--- src/rtl/rmpp_pkg.sv ---
`timescale 1ns / 1ps
// Shared types, codes and constants for the rotated mono pixel plotter.
// No dependencies; used by every module of the block.
package rmpp_pkg;

   // Field widths
   localparam int COORD_W     = 16;
   localparam int DIM_W       = 12;
   localparam int ROWB_W      = 9;
   localparam int STEP_W      = 8;
   localparam int ROT_W       = 2;
   localparam int ACTION_W    = 2;
   localparam int ADDR_W      = 13;
   localparam int BYTE_W      = 8;
   localparam int CSR_INDEX_W = 3;
   localparam int CSR_DATA_W  = 12;
   // Width of row * row_bytes + column byte before the store bound check
   localparam int ADDR_CALC_W = DIM_W + ROWB_W + 1;

   localparam int STORE_BYTES_DEFAULT = 8192;

   // Most significant pixel of a byte sits at column zero
   localparam logic [BYTE_W-1:0] PIXEL_MSB = 8'h80;

   // Request actions
   localparam logic [ACTION_W-1:0] ACT_ROTATED  = 2'd0;
   localparam logic [ACTION_W-1:0] ACT_ABSOLUTE = 2'd1;
   localparam logic [ACTION_W-1:0] ACT_READ     = 2'd2;
   localparam logic [ACTION_W-1:0] ACT_READ_ALT = 2'd3;

   // Rotation codes
   localparam logic [ROT_W-1:0] ROT_0   = 2'd0;
   localparam logic [ROT_W-1:0] ROT_90  = 2'd1;
   localparam logic [ROT_W-1:0] ROT_180 = 2'd2;
   localparam logic [ROT_W-1:0] ROT_270 = 2'd3;

   // Configuration register indexes
   localparam logic [CSR_INDEX_W-1:0] REG_PANEL_WIDTH  = 3'd0;
   localparam logic [CSR_INDEX_W-1:0] REG_PANEL_HEIGHT = 3'd1;
   localparam logic [CSR_INDEX_W-1:0] REG_ROW_BYTES    = 3'd2;
   localparam logic [CSR_INDEX_W-1:0] REG_ROTATION     = 3'd3;
   localparam logic [CSR_INDEX_W-1:0] REG_OFFSET_EN    = 3'd4;
   localparam logic [CSR_INDEX_W-1:0] REG_OFFSET_STEP  = 3'd5;
   localparam logic [CSR_INDEX_W-1:0] REG_OFFSET_COUNT = 3'd6;
   localparam logic [CSR_INDEX_W-1:0] REG_DRAW_COLOR   = 3'd7;

   typedef struct packed {
      logic [DIM_W-1:0]  panel_width;
      logic [DIM_W-1:0]  panel_height;
      logic [ROWB_W-1:0] row_bytes;
      logic [ROT_W-1:0]  rotation;
      logic              offset_enable;
      logic [STEP_W-1:0] offset_step;
      logic [STEP_W-1:0] offset_step_count;
      logic              draw_color;
   } cfg_type;

   localparam cfg_type CFG_RESET = '{
      panel_width:       12'd200,
      panel_height:      12'd200,
      row_bytes:         9'd25,
      rotation:          ROT_0,
      offset_enable:     1'b0,
      offset_step:       8'd0,
      offset_step_count: 8'd1,
      draw_color:        1'b0
   };

   // Resolved plot target handed from the coordinate unit to the top level
   typedef struct packed {
      logic              ok;
      logic              is_read;
      logic [ADDR_W-1:0] byte_address;
      logic [BYTE_W-1:0] mask;
   } plot_type;

   typedef enum logic [2:0] {
      ST_CLEAR,
      ST_IDLE,
      ST_BAND,
      ST_MAP,
      ST_ADDR,
      ST_READ,
      ST_COMMIT
   } state_type;

endpackage

--- src/rtl/rmpp_xform.sv ---
`timescale 1ns / 1ps
// Coordinate unit: band offset, clipping, rotation map and byte address,
// three register stages fed by the held request. Depends on rmpp_pkg.
module rmpp_xform #(
   parameter int STORE_BYTES = rmpp_pkg::STORE_BYTES_DEFAULT
) (
   input  logic                              clock,
   input  rmpp_pkg::cfg_type                 cfg,
   input  logic [rmpp_pkg::ACTION_W-1:0]     action,
   input  logic [rmpp_pkg::COORD_W-1:0]      x_coord,
   input  logic [rmpp_pkg::COORD_W-1:0]      y_coord,
   input  logic [rmpp_pkg::ADDR_W-1:0]       read_address,
   output rmpp_pkg::plot_type                plot,
   output logic [$clog2(STORE_BYTES)-1:0]    mem_addr
);

   localparam int AW     = $clog2(STORE_BYTES);
   localparam int CW     = rmpp_pkg::COORD_W;
   localparam int DW     = rmpp_pkg::DIM_W;
   localparam int PW     = rmpp_pkg::DIM_W + rmpp_pkg::COORD_W;
   localparam int ACW    = rmpp_pkg::ADDR_CALC_W;
   localparam int MULW   = rmpp_pkg::DIM_W + rmpp_pkg::ROWB_W;

   // Stage 1: band offset
   logic [CW-1:0] band_k;
   logic [PW-1:0] band_prod;
   logic [CW-1:0] band_ff;
   logic [CW-1:0] band_in;

   // Stage 2: clip and rotate
   logic          rot_odd;
   logic [CW-1:0] xo;
   logic [CW-1:0] yo;
   logic [CW-1:0] pw16;
   logic [CW-1:0] ph16;
   logic          hit_in;
   logic [DW-1:0] px_in;
   logic [DW-1:0] py_in;
   logic          hit_ff;
   logic [DW-1:0] px_ff;
   logic [DW-1:0] py_ff;

   // Stage 3: byte address and store bound
   logic [MULW-1:0]    row_prod;
   logic [ACW-1:0]     calc_addr;
   logic [ACW-1:0]     sel_addr;
   logic               is_read;
   rmpp_pkg::plot_type plot_in;
   rmpp_pkg::plot_type plot_ff;
   logic [AW-1:0]      mem_addr_ff;

   // Band index counts down for the 180 and 270 degree rotations
   always_comb begin
      if (cfg.rotation[1]) begin
         band_k = CW'(cfg.offset_step_count) - CW'(cfg.offset_step) - CW'(1);
      end else begin
         band_k = CW'(cfg.offset_step);
      end
      band_prod = PW'(cfg.panel_height) * PW'(band_k);
      band_in   = band_prod[CW-1:0];
   end

   // Subtract the band, clip against rotated bounds, map to the panel; absolute requests skip band and rotation
   always_comb begin
      rot_odd = (cfg.rotation == rmpp_pkg::ROT_90) || (cfg.rotation == rmpp_pkg::ROT_270);
      pw16    = CW'(cfg.panel_width);
      ph16    = CW'(cfg.panel_height);
      xo      = (cfg.offset_enable && rot_odd) ? x_coord - band_ff : x_coord;
      yo      = (cfg.offset_enable && !rot_odd) ? y_coord - band_ff : y_coord;
      if (action == rmpp_pkg::ACT_ABSOLUTE) begin
         hit_in = (x_coord < pw16) && (y_coord < ph16);
         px_in  = x_coord[DW-1:0];
         py_in  = y_coord[DW-1:0];
      end else begin
         if (rot_odd) begin
            hit_in = (xo < ph16) && (yo < pw16);
         end else begin
            hit_in = (xo < pw16) && (yo < ph16);
         end
         case (cfg.rotation)
            rmpp_pkg::ROT_0: begin
               px_in = xo[DW-1:0];
               py_in = yo[DW-1:0];
            end
            rmpp_pkg::ROT_90: begin
               px_in = cfg.panel_width - yo[DW-1:0] - DW'(1);
               py_in = xo[DW-1:0];
            end
            rmpp_pkg::ROT_180: begin
               px_in = cfg.panel_width - xo[DW-1:0] - DW'(1);
               py_in = cfg.panel_height - yo[DW-1:0] - DW'(1);
            end
            default: begin
               px_in = yo[DW-1:0];
               py_in = cfg.panel_height - xo[DW-1:0] - DW'(1);
            end
         endcase
      end
   end

   // Form the byte address and check it against the store size
   always_comb begin
      is_read   = (action == rmpp_pkg::ACT_READ) || (action == rmpp_pkg::ACT_READ_ALT);
      row_prod  = MULW'(py_ff) * MULW'(cfg.row_bytes);
      calc_addr = ACW'(row_prod) + ACW'(px_ff[DW-1:3]);
      sel_addr  = is_read ? ACW'(read_address) : calc_addr;
      plot_in.ok           = (sel_addr < ACW'(STORE_BYTES)) && (is_read || hit_ff);
      plot_in.is_read      = is_read;
      plot_in.byte_address = sel_addr[rmpp_pkg::ADDR_W-1:0];
      plot_in.mask         = rmpp_pkg::PIXEL_MSB >> px_ff[2:0];
   end

   always_ff @(posedge clock) begin
      band_ff     <= band_in;
      hit_ff      <= hit_in;
      px_ff       <= px_in;
      py_ff       <= py_in;
      plot_ff     <= plot_in;
      mem_addr_ff <= sel_addr[AW-1:0];
   end

   assign plot     = plot_ff;
   assign mem_addr = mem_addr_ff;

endmodule

--- config.mk ---
export PLATFORM = sky130hd
export DESIGN_NAME = rmpp_xform
export DESIGN_NICKNAME = d
export VERILOG_FILES = /design/src/rtl/rmpp_pkg.sv /design/src/rtl/rmpp_xform.sv
export SDC_FILE = /design/constraint.sdc
export NUM_CORES = 1
export LEC_CHECK = 0
export ABC_AREA = 1
export BUFFER_PORTS_ARGS = -buffer_cell sky130_fd_sc_hd__buf_2
export CELL_PAD_IN_SITES_DETAIL_PLACEMENT = 0
export CELL_PAD_IN_SITES_GLOBAL_PLACEMENT = 1
export CORE_UTILIZATION = 30
export CTS_BUF_LIST = sky130_fd_sc_hd__clkbuf_16
export DETAILED_ROUTE_END_ITERATION = 16
export HOLD_SLACK_MARGIN = 0.02
export PLACE_DENSITY_LB_ADDON = 0.1
export SETUP_SLACK_MARGIN = 0.05
export SYNTH_ARGS = -nofsm -noshare
export SYNTH_HDL_FRONTEND = slang
export SYNTH_SLANG_ARGS = --single-unit
--- constraint.sdc ---
create_clock -name clock -period 10 [get_ports clock]
set_input_delay 1.5 -clock clock [delete_from_list [all_inputs] [get_ports clock]]
set_output_delay 1.5 -clock clock [all_outputs]
set_load 0.05 [all_outputs]
[Word level (Yosys, flattened, before mapping)]
Cells that the tools add are included.
Cells by class
  add/sub/neg operators: 13
  multipliers: 2
  order comparisons: 7
  equal/unequal tests: 6
  shift operators: 1
  multiplexer cells: 10
  reduce and logical (&&, ||, !) cells: 11
Operators by type and width (count)
  $lt A16 B12 Y1: 6
  $pmux W12 S3: 2
  $mux W16: 3
  $sub A12 B1 Y12 const B: 4
  $sub A12 B12 Y12: 4
  $sub A16 B16 Y16: 2
  $mux W12: 2
  $add A21 B9 Y22: 1
  $lt A22 B14 Y1 const B: 1
  $mux W22: 1
  $mul A12 B9 Y21: 1
  $mul A12 B16 Y16: 1
  $sub A9 B2 Y10 const B: 1
  $sub A8 B8 Y9: 1
  $eq A2 B2 Y1 const B: 4
  $shr A8 B3 Y8 const A: 1
  $logic_and A1 B1 Y1: 6
  $eq A2 B1 Y1 const B: 2
  $logic_or A1 B1 Y1: 3
  $logic_not A2 Y1: 1
  $mux W1: 2
  $logic_not A1 Y1: 1
Storage, ports and cells
  flip-flop bits (word level): 64
  input port bits: 101
  output and inout bits: 36
  word-level logic and storage cells: 58

[Logic depth before layout (Yosys ltp)]
Gate-level depths: netlist (run 1).
  depth in word-level cells: 9
  mapped depth: 42
  mapped depth without buffers: 42

[Worst setup path after synthesis (run 1)]
Ideal clock, no wire load.
  kind: input -> register
  start: in cfg[1] (netlist name)
  end: reg band_ff[15]
  setup time: 0.112 ns
  arrival time: 7.301 ns
  data required time: 9.888 ns
  path slack: 2.587 ns
  stages: 39
  buffers on the path: 0
  cell sequence: inv_1 -> ha_1 -> fa_1 -> ha_1 -> inv_1 -> nor2_2 -> nand3_1 -> nor2_2 -> nand3_2 -> nand3_1 -> nand2_2 -> inv_4 -> nand2_1 -> fa_1 -> inv_1 -> fa_1 -> inv_1 -> fa_1 -> [3 not listed] -> fa_1 -> inv_1 -> ha_1 -> nand2_1 -> o21ai_0 -> a21oi_1 -> o21ai_0 -> nand2_1 -> nand2_1 -> nand2_1 -> nand2_1 -> nand3_1 -> nand2_1 -> nand2_1 -> nand2_1 -> inv_1 -> nand3_1 -> nand2_1
On the way
  longest elaborated chain between the ends: 4
RTL lines
  from (decl): RTL line rmpp_xform.sv:8  | input rmpp_pkg::cfg_type cfg,
  $sub A8 B8 Y9: RTL line rmpp_xform.sv:55  | band_k = CW'(cfg.offset_step_count) - CW'(cfg.offset_step) - CW'(1);
  $sub A9 B2 Y10: RTL line rmpp_xform.sv:55
  $mux W16: RTL line rmpp_xform.sv:54  | if (cfg.rotation[1]) begin
  $mul A12 B16 Y16: RTL line rmpp_xform.sv:59  | band_prod = PW'(cfg.panel_height) * PW'(band_k);
  net band_prod[15]: RTL line rmpp_xform.sv:26  | logic [PW-1:0] band_prod;
  to (signal assigned): RTL line rmpp_xform.sv:114  | band_ff <= band_in;
  to (decl): RTL line rmpp_xform.sv:27  | logic [CW-1:0] band_ff;
The timed path passes the listed nets, and every way through them passes these cells.

[Worst setup path in the final report (run 1)]
Ends and elaborated chain as after synthesis.

==> results.py, run 1 <==
metrics = {
    "grt": {
        "grt_pass1_vias": 14300,
        "antenna_found_initial": 3,
        "grt_first_pass_wirelength_mm": 83.7,
        "grt_max_degree": 29,
        "grt_usage_pct": 20.7,
        "overflow": 0,
    },
    "power_and_ir_drop": {
        "ir_drop_mv": 0.485,
        "p_per_area_nw_per_um2": 370,
        "power.leakage_nw": 9.61,
    },
    "floorplanning": {
        "fp-row-count": 83,
        "io-pin-count": 137,
        "dieWidth_um": 230,
        "design.core.area_um2": 51400,
        "dieHeight_um": 230,
        "start_util_pct": 30.4,
        "dieArea_um2": 53000,
    },
    "final_layout": {
        "final_area_um2": 17300,
        "regArea_um2": 1280,
        "area_growth_pct": 10.5,
        "drive_gt1_share_pct": 8.25,
        "layout.nets": 2867,
        "multi_input_area_um2": 12300,
        "nFillCells": 5726,
        "final_util_pct": 33.6,
    },
    "timing": {
        "timing.fmax_mhz": 128,
        "setup_viol": 0,
        "fin_tns_setup_ps": 0,
        "period_needed_ps": 7840,
        "rsz0062_at_grt": "false",
        "drv_slew": 0,
        "tightest_slew_ps": 968,
        "skew_ps": 15.7,
        "finalCritPeriodShare_pct": 78.4,
        "finalHoldViolCount": 0,
        "maxSlewHeadroom_pct": 34.8,
    },
    "yosys": {
        "yosys-top-cells-area": "fa_1 (20%), ha_1 (20%), nand2_1 (13%)",
        "synth_sequential_area_ratio_pct": 8.20,
        "synth_area_um2": 15600,
        "yosysMostFrequentCell": "nand2_1",
        "ys.flop_type": "dfxtp_1",
        "yosysUniqueCellTypes": 51,
        "syn-instance-count": 2265,
        "synthArstFlopShare_pct": 0,
        "synthesis.nets": 2774,
        "synthTopCellsByCount": "nand2_1 (551), inv_1 (453), ha_1 (248)",
        "synth_top_area_share_pct": 20.5,
        "synth_edf_count": 0,
        "synth_warnings": 0,
        "syn_area_per_cell_um2": 6.90,
        "synth_top_area_cell": "fa_1",
        "synth.ff_latch_count": 64,
    },
    "critical_path": {
        "cpLargestDelayFamily": "adder cells",
        "crit_start": "cfg[1]",
        "cp_num_buf_inv": 8,
        "max_stage_delay_ps": 540,
        "path_max_fanout": 11,
        "path_depth": 37,
        "rr_startpoint": "py_ff[5]",
        "worst_r2r_path_depth": 24,
        "path_class": "primary input to register",
        "cp_data_required_time_ps": 10250,
        "crit_arrival_ps": 8090,
        "cp-start-kind": "primary input",
        "crit_top_cell": "nand2_1",
        "slowest_stage": "fa_1",
        "critPathCaptureType": "register",
    },
    "route": {
        "postRouteAntennaNets": 0,
        "post_drt_wl_per_cell_um": 17.8,
        "drc": 0,
        "routed_wl_mm": 54.2,
        "drt_iter0_markers": 799,
        "vias": 14500,
        "viasPerCell": 4.76,
        "first_pass_iters": 5,
    },
    "hold_path": {
        "whs_path_depth": 2,
        "min_from": "hit_ff",
        "hold_path_class": "register to register",
    },
    "placed_design": {
        "dp_hpwl_mm": 46.7,
        "place_congestion": 0.896,
        "io_buffers": 135,
        "dpl_cell_area_um2": 16900,
    },
    "cts": {
        "cts_tree": "done",
        "cts-htree-levels": 3,
        "root_buffer": "clkbuf_16",
        "cts.path.max_buffers": 2,
        "cts_setup_buffers": 0,
        "cts.reportedPaths.clkPinSlew_ps": 70,
        "cts.sinks": 64,
        "cts_made_buffers": 9,
        "cts_resized": 0,
        "holdBufCountCts": 0,
        "clk_latency_ps": 360,
    },
    "status": {
        "status": "finished, final reports clean",
    },
    "run": {
        "max_cap_viol_count": 0,
    },
}
[placed cells by master, fill, tap and decap left out, types with 14 or more instances in the layout]
cell	n
nand4_1	14
nand2_1	551
xnor2_1	22
nand3_1	88
inv_1	453
dfxtp_1	64
xor2_1	36
nor2_1	120
a21oi_1	164
nor3_1	22
fa_1	160
buf_2	135
ha_1	248
o21ai_0	141
[tightest hold or removal path: cells and delay by family, from the launching register on]
family	cells	cell delay, ps
flops	1	330
simple gates	2	120
[path summary, 6_finish.rpt]
| kind | endpoint | slack [ps] |
|---|---|---|
| worst max-delay path | band_ff[15] | 2160 |
| worst min-delay path | plot[22] | 480 |
| worst min register to register | plot[22] | 480 |
| worst max register to register | plot[22] | 4490 |
[cell type report]
class                   instances  area share (%)
diodes                          1          0.0145
clock buffers                   9            1.30
clock inverters                 7           0.594
inverters                     462            10.1
multi-input cells            1675            71.3
flip-flops and latches         64            7.42
well taps                     680            4.93
repair buffers                146            4.39
[metal layers]
layer	up-vias	share of wire (%)	global-route usage (%)
met5	-	0.068	0
met4	6	1.2	3.21
met3	57	4.7	2.95
met2	309	47	35.6
met1	6813	47	27.8
li1	7293	-	-
[per-stage QoR]
stage	power [mW]	hold slack [ps]	cells	setup slack, ps
3_5_place_dp	6.05	472	3027	1730
6_report	6.38	478	3044	2160
5_1_grt	7.26	547	3043	1580
4_1_cts	6.47	490	3043	2090
2_1_floorplan	4.59	425	2265	2590
3_3_place_gp	6.06	482	3027	1720
[sequential cells by signal, summed over array words and instances, names as in the netlist]
signal	flops
px_ff	12
py_ff	12
mem_addr	13
hit_ff	1
plot	10
band_ff	16
[cell families (layout without fill, tap and decap cells)]
kind of cell               after synthesis  in the layout  share of synthesized area, %
adders and majority gates              408            408                          40.4
DFF                                     64             64                          8.20
and+or+nand+nor                        838            838                          22.2
buffers and inverters                  526            624                          13.1
xor gates and xnor gates                58             58                          3.25
other                                    0              1                             0
AOI/OAI and AO/OA                      371            371                          13.0
[power by group]
group / total, mW / switching, mW / internal (mW)
clock: 0.361 / 0.140 / 0.221
combinational: 5.57 / 3.51 / 2.06
sequential: 0.449 / 0.0759 / 0.373
Power figures use the tool's default switching activity.
==> run 2, diff against run 1 <==
Settings changed: ABC_AREA 1 to 0.
Clock period 10 ns to 7.3 ns, I/O delays scaled along.
==> run 2 against run 1 <==
Non-clock buffer count increased by 67. Sequential share of layout area about the same. Die area decreased by 3.6%. Wire length decreased by 17%. Hold slack improved by 35 ps. Worst setup slack got worse by 2000 ps. Via count decreased by 13%. Utilization increased by 1.6 points. First-iteration DRC count decreased by 54%. Critical endpoint unchanged. Register-to-register slack got worse by 3000 ps. Synthesized area decreased by 3.6%.
==> results.py, run 2 <==
metrics = {
    "timing": {
        "maxSlewHeadroom_pct": 43.2,
        "period_needed_ps": 7100,
        "timing.fmax_mhz": 141,
        "rsz0062_at_grt": "true",
        "fin_ws_ps": 203,
        "skew_ps": 12.7,
        "finalCritPeriodShare_pct": 97.2,
        "holdWs_ps": 513,
        "tightest_slew_ps": 853,
        "finalHoldViolCount": 0,
        "fin_tns_setup_ps": 0,
        "drv_slew": 0,
        "setup_viol": 0,
    },
    "cts": {
        "cts_made_buffers": 9,
        "clk_latency_ps": 360,
        "root_buffer": "clkbuf_16",
        "cts.sinks": 64,
        "cts_tree": "done",
        "cts-htree-levels": 3,
        "cts.reportedPaths.clkPinSlew_ps": 60,
        "holdBufCountCts": 0,
        "cts.path.max_buffers": 2,
    },
    "placed_design": {
        "placedCellCount": 2636,
        "place_congestion": 0.848,
        "dp_hpwl_mm": 38.8,
        "place_ws_ps": -557,
        "io_buffers": 135,
    },
    "grt": {
        "overflow": 0,
        "grt_max_degree": 35,
        "antenna_found_initial": 3,
        "grt_pass1_vias": 13300,
        "grt_usage_pct": 18.2,
        "grt_first_pass_wirelength_mm": 71.1,
    },
    "critical_path": {
        "cp-start-kind": "primary input",
        "path_class": "primary input to register",
        "cp_data_required_time_ps": 7540,
        "cp_num_buf_inv": 5,
        "slowest_stage": "fa_1",
        "cpLargestDelayFamily": "adder cells",
        "critPathCaptureType": "register",
        "crit_arrival_ps": 7340,
        "path_max_fanout": 5,
        "max_stage_delay_ps": 540,
    },
    "floorplanning": {
        "dieArea_um2": 51100,
        "io-pin-count": 137,
        "fp-row-count": 81,
        "start_util_pct": 30.6,
        "dieHeight_um": 226,
        "design.core.area_um2": 49300,
        "dieWidth_um": 226,
    },
    "final_layout": {
        "top_register": "band_ff",
        "drive_gt1_share_pct": 14.9,
        "largest_register_ffs": 16,
        "final_common_cell": "inv_1",
        "final_cell_mix": "inv_1 (311), ha_1 (246), nand2_1 (216)",
        "diodes": 0,
        "final_cell_count_no_fill": 2656,
        "layout.nets": 2496,
        "area_growth_pct": 14.9,
    },
    "yosys": {
        "synth_sequential_area_ratio_pct": 8.51,
        "syn-instance-count": 1834,
        "synth_area_um2": 15100,
        "syn_area_per_cell_um2": 8.21,
        "ys.flop_type": "dfxtp_1",
        "yosysUniqueCellTypes": 76,
        "synth_warnings": 0,
        "yosysMostFrequentCell": "inv_1",
        "synth_top_area_cell": "fa_1",
        "synth_top_area_share_pct": 21.3,
        "synthesis.nets": 2343,
        "synthArstFlopShare_pct": 0,
        "synth.ff_latch_count": 64,
        "yosys-top-cells-area": "fa_1 (21%), ha_1 (21%), dfxtp_1 (8.5%)",
        "synthTopCellsByCount": "inv_1 (314), ha_1 (248), nand2_1 (219)",
        "synth_edf_count": 0,
    },
    "route": {
        "postRouteAntennaNets": 0,
        "first_pass_iters": 8,
        "drc": 0,
        "vias": 12600,
        "viasPerCell": 4.73,
        "drt_iter0_markers": 365,
        "routed_wl_mm": 44.7,
        "post_drt_wl_per_cell_um": 16.8,
    },
    "hold_path": {
        "hold_path_class": "register to register",
    },
    "status": {
        "status": "finished, final reports clean",
    },
    "run": {
        "max_cap_viol_count": 0,
    },
}
-- run 2: cell count changes in the layout (fill, tap and decap cells not counted), moves of 62 or more --
cell | before | now
buf_4 | 11 | 75
a21oi_1 | 164 | 91
inv_1 | 453 | 311
o21ai_0 | 141 | 79
nand3_1 | 88 | 12
nand2_1 | 551 | 216
-- run 2: cell families after synthesis --
group | after synthesis | share of synthesized area (%)
buf+inv | 386 | 10.1
xor+xnor | 104 | 6.23
compound gates | 347 | 14.7
fa+ha+maj | 408 | 41.9
mux | 31 | 3.02
flops | 64 | 8.51
simple gates | 494 | 15.5
-- run 2: final timing paths --
check	from	to	depth (start not counted)	slack, ps
hold / removal	px_ff[0]	plot[1]	1	510
setup / recovery	cfg[1]	band_ff[15]	27	200
setup reg to reg	py_ff[5]	plot[22]	19	1480
hold reg to reg	px_ff[0]	plot[1]	1	510
-- run 2: per-stage QoR --
step | util [%] | area, um^2
after floorplan | - | 15100
after global placement | 34.1 | 16800
after detailed placement | 34.1 | 16800
after CTS | 34.8 | 17200
after global routing | 35.1 | 17300
final | 35.1 | 17300
-- run 2: cell type report --
type | count | area [um^2]
fillers | 5319 | 31900
well taps | 664 | 831
inverters | 315 | 1180
clock buffers | 9 | 225
multi-input cells | 1384 | 12400
flip-flops and latches | 64 | 1280
clock inverters | 7 | 100
repair buffers | 213 | 1280
-- run 2: layer usage --
metal | track usage (%) | up-vias | wire length [um]
met3 | 1.70 | 36 | 951
met2 | 35.1 | 153 | 23600
met5 | 0 | - | 37
li1 | - | 6295 | -
met1 | 21.5 | 6069 | 19500
met4 | 3.62 | 6 | 590
-- run 2: timing repair --
action	4_1_cts	5_1_grt
endpoints found under the setup margin	4	4
endpoints found under the hold margin	0	0
buffers inserted	1	3
pin swaps	9	23
gates resized for setup	8	34
Power of run 2 is left out: the tool's default activity adds up to more than one toggle a clock period on the data nets, which glitch-free logic cannot reach.
==> run 3, diff against run 2 <==
==> constraint.sdc (replaced) <==
create_clock -name clock -period 7.3 [get_ports clock]
set_input_delay 1.46 -clock clock [delete_from_list [all_inputs] [get_ports clock]]
set_output_delay 1.46 -clock clock [all_outputs]
set_load 0.05 [all_outputs]
==> run 3 against run 2 <==
The run now ends with setup timing left. Final cell count rose by 0.64%. Wire length grew 0.80%. Global-route usage up 0.25 points. Sequential cell count stayed put. Via count grew 0.47%. Critical path depth fell by 2. Critical path type unchanged.
==> results.py, run 3 (same netlist as run 2, synthesis figures left out) <==
metrics = {
    "cts": {
        "cts_made_buffers": 9,
        "cts.path.max_buffers": 2,
        "cts.reportedPaths.clkPinSlew_ps": 60,
        "holdBufCountCts": 0,
        "cts.sinks": 64,
        "root_buffer": "clkbuf_16",
        "cts_tree": "done",
        "cts-htree-levels": 3,
        "clk_latency_ps": 370,
    },
    "status": {
        "status": "finished with violations",
        "violations": "setup timing",
    },
    "placed_design": {
        "dp_hpwl_mm": 39.4,
        "io_buffers": 135,
        "placedCellCount": 2644,
        "place_congestion": 0.853,
    },
    "route": {
        "viasPerCell": 4.72,
        "vias": 12600,
        "post_drt_wl_per_cell_um": 16.9,
        "routed_wl_mm": 45.1,
        "drt_iter0_markers": 406,
        "first_pass_iters": 5,
        "drc": 0,
        "postRouteAntennaNets": 0,
    },
    "timing": {
        "timing.fmax_mhz": 136,
        "finalHoldViolCount": 0,
        "maxSlewHeadroom_pct": 47.2,
        "fin_ws_ps": -62.7,
        "drv_slew": 0,
        "setup_viol": 2,
        "tightest_slew_ps": 793,
        "period_needed_ps": 7360,
        "finalCritPeriodShare_pct": 101,
        "rsz0062_at_grt": "true",
        "skew_ps": 11.3,
    },
    "final_layout": {
        "final_cell_mix": "inv_1 (306), ha_1 (240), nand2_1 (214)",
        "final_common_cell": "inv_1",
        "drive_gt1_share_pct": 16.7,
        "area_growth_pct": 16.8,
        "diodes": 0,
        "top_register": "band_ff",
        "final_cell_count_no_fill": 2673,
        "layout.nets": 2513,
        "largest_register_ffs": 16,
    },
    "grt": {
        "grt_first_pass_wirelength_mm": 72.3,
        "grtUsageMet3_pct": 1.76,
        "grt_util_met2_pct": 35.4,
        "overflow": 0,
        "gr-max-usage-layer": "met2",
        "antenna_found_initial": 3,
        "grt_usage_pct": 18.4,
        "use_met1_pct": 21.7,
        "grt_max_degree": 35,
        "grt_pass1_vias": 13700,
    },
    "floorplanning": {
        "dieHeight_um": 226,
        "fp-row-count": 81,
        "dieWidth_um": 226,
        "design.core.area_um2": 49300,
        "dieArea_um2": 51100,
        "start_util_pct": 30.6,
        "io-pin-count": 137,
    },
    "critical_path": {
        "cp_data_required_time_ps": 7560,
        "critPathCaptureType": "register",
        "cp-start-kind": "primary input",
        "rr_startpoint": "py_ff[5]",
        "crit_arrival_ps": 7620,
        "crit_start": "cfg[9]",
        "path_max_fanout": 4,
        "path_class": "primary input to register",
    },
    "run": {
        "max_cap_viol_count": 0,
    },
    "hold_path": {
        "min_from": "px_ff[0]",
        "hold_path_class": "register to register",
    },
}
==> run 3: metal layers <==
metal  vias up  share of wire, %
met1      6063                43
li1       6331                 -
met2       165                52
met5         -             0.049
met3        55               2.2
met4         4               1.8
==> run 3: worst max-delay path, stage by stage <==
cell	delay (ps)
buf_8	100
ha_4	150
fa_2	360
nand2b_4	180
a21oi_4	160
xnor2_2	90
nor3_2	210
or3b_4	460
o31ai_4	200
buf_6	140
and2_4	150
fa_1	440
inv_1	80
fa_1	450
fa_1	590
fa_1	460
fa_2	370
xor2_1	160
xnor2_1	170
xnor2_1	170
xnor2_1	150
xnor3_1	250
xor2_1	180
xnor3_2	320
xnor2_1	140
==> run 3: final cells by class <==
cell class	instances	area [um^2]
multi-input combinational	1384	12500
tap	664	831
timing repair buffer	230	1440
inverter	315	1180
sequential	64	1280
clock buffer	9	225
fill	5330	31700
clock inverter	7	100
==> run 3: stage by stage <==
| stage | instance area (um^2) | setup TNS, ps | util (%) | hold slack [ps] | worst slack, ps |
|---|---|---|---|---|---|
| 5_1_grt | 17600 | -950 | 35.7 | 544 | -325 |
| 3_5_place_dp | 17000 | -2460 | 34.5 | 497 | -660 |
| 3_3_place_gp | 17000 | -2230 | 34.5 | 496 | -602 |
| 4_1_cts | 17400 | -154 | 35.4 | 512 | -131 |
| 2_1_floorplan | 15200 | -54.1 | - | 459 | -54.1 |
| 6_report | 17600 | -70.2 | 35.7 | 511 | -62.7 |
==> run 3: final timing paths <==
path                                     to  depth (start not counted)  slack, ps
worst min-delay path                plot[1]                          1        510
worst max-delay path            band_ff[15]                         25        -60
worst min register to register      plot[1]                          1        510
worst max register to register     plot[22]                         18       1530
==> run 3: repair_timing <==
item / 4_1_cts / 5_1_grt
gates resized for setup: 21 / 24
pin swaps: 19 / 26
setup buffers: 9 / 4
setup endpoints to repair: 4 / 4
Power of run 3 is left out for the same reason.
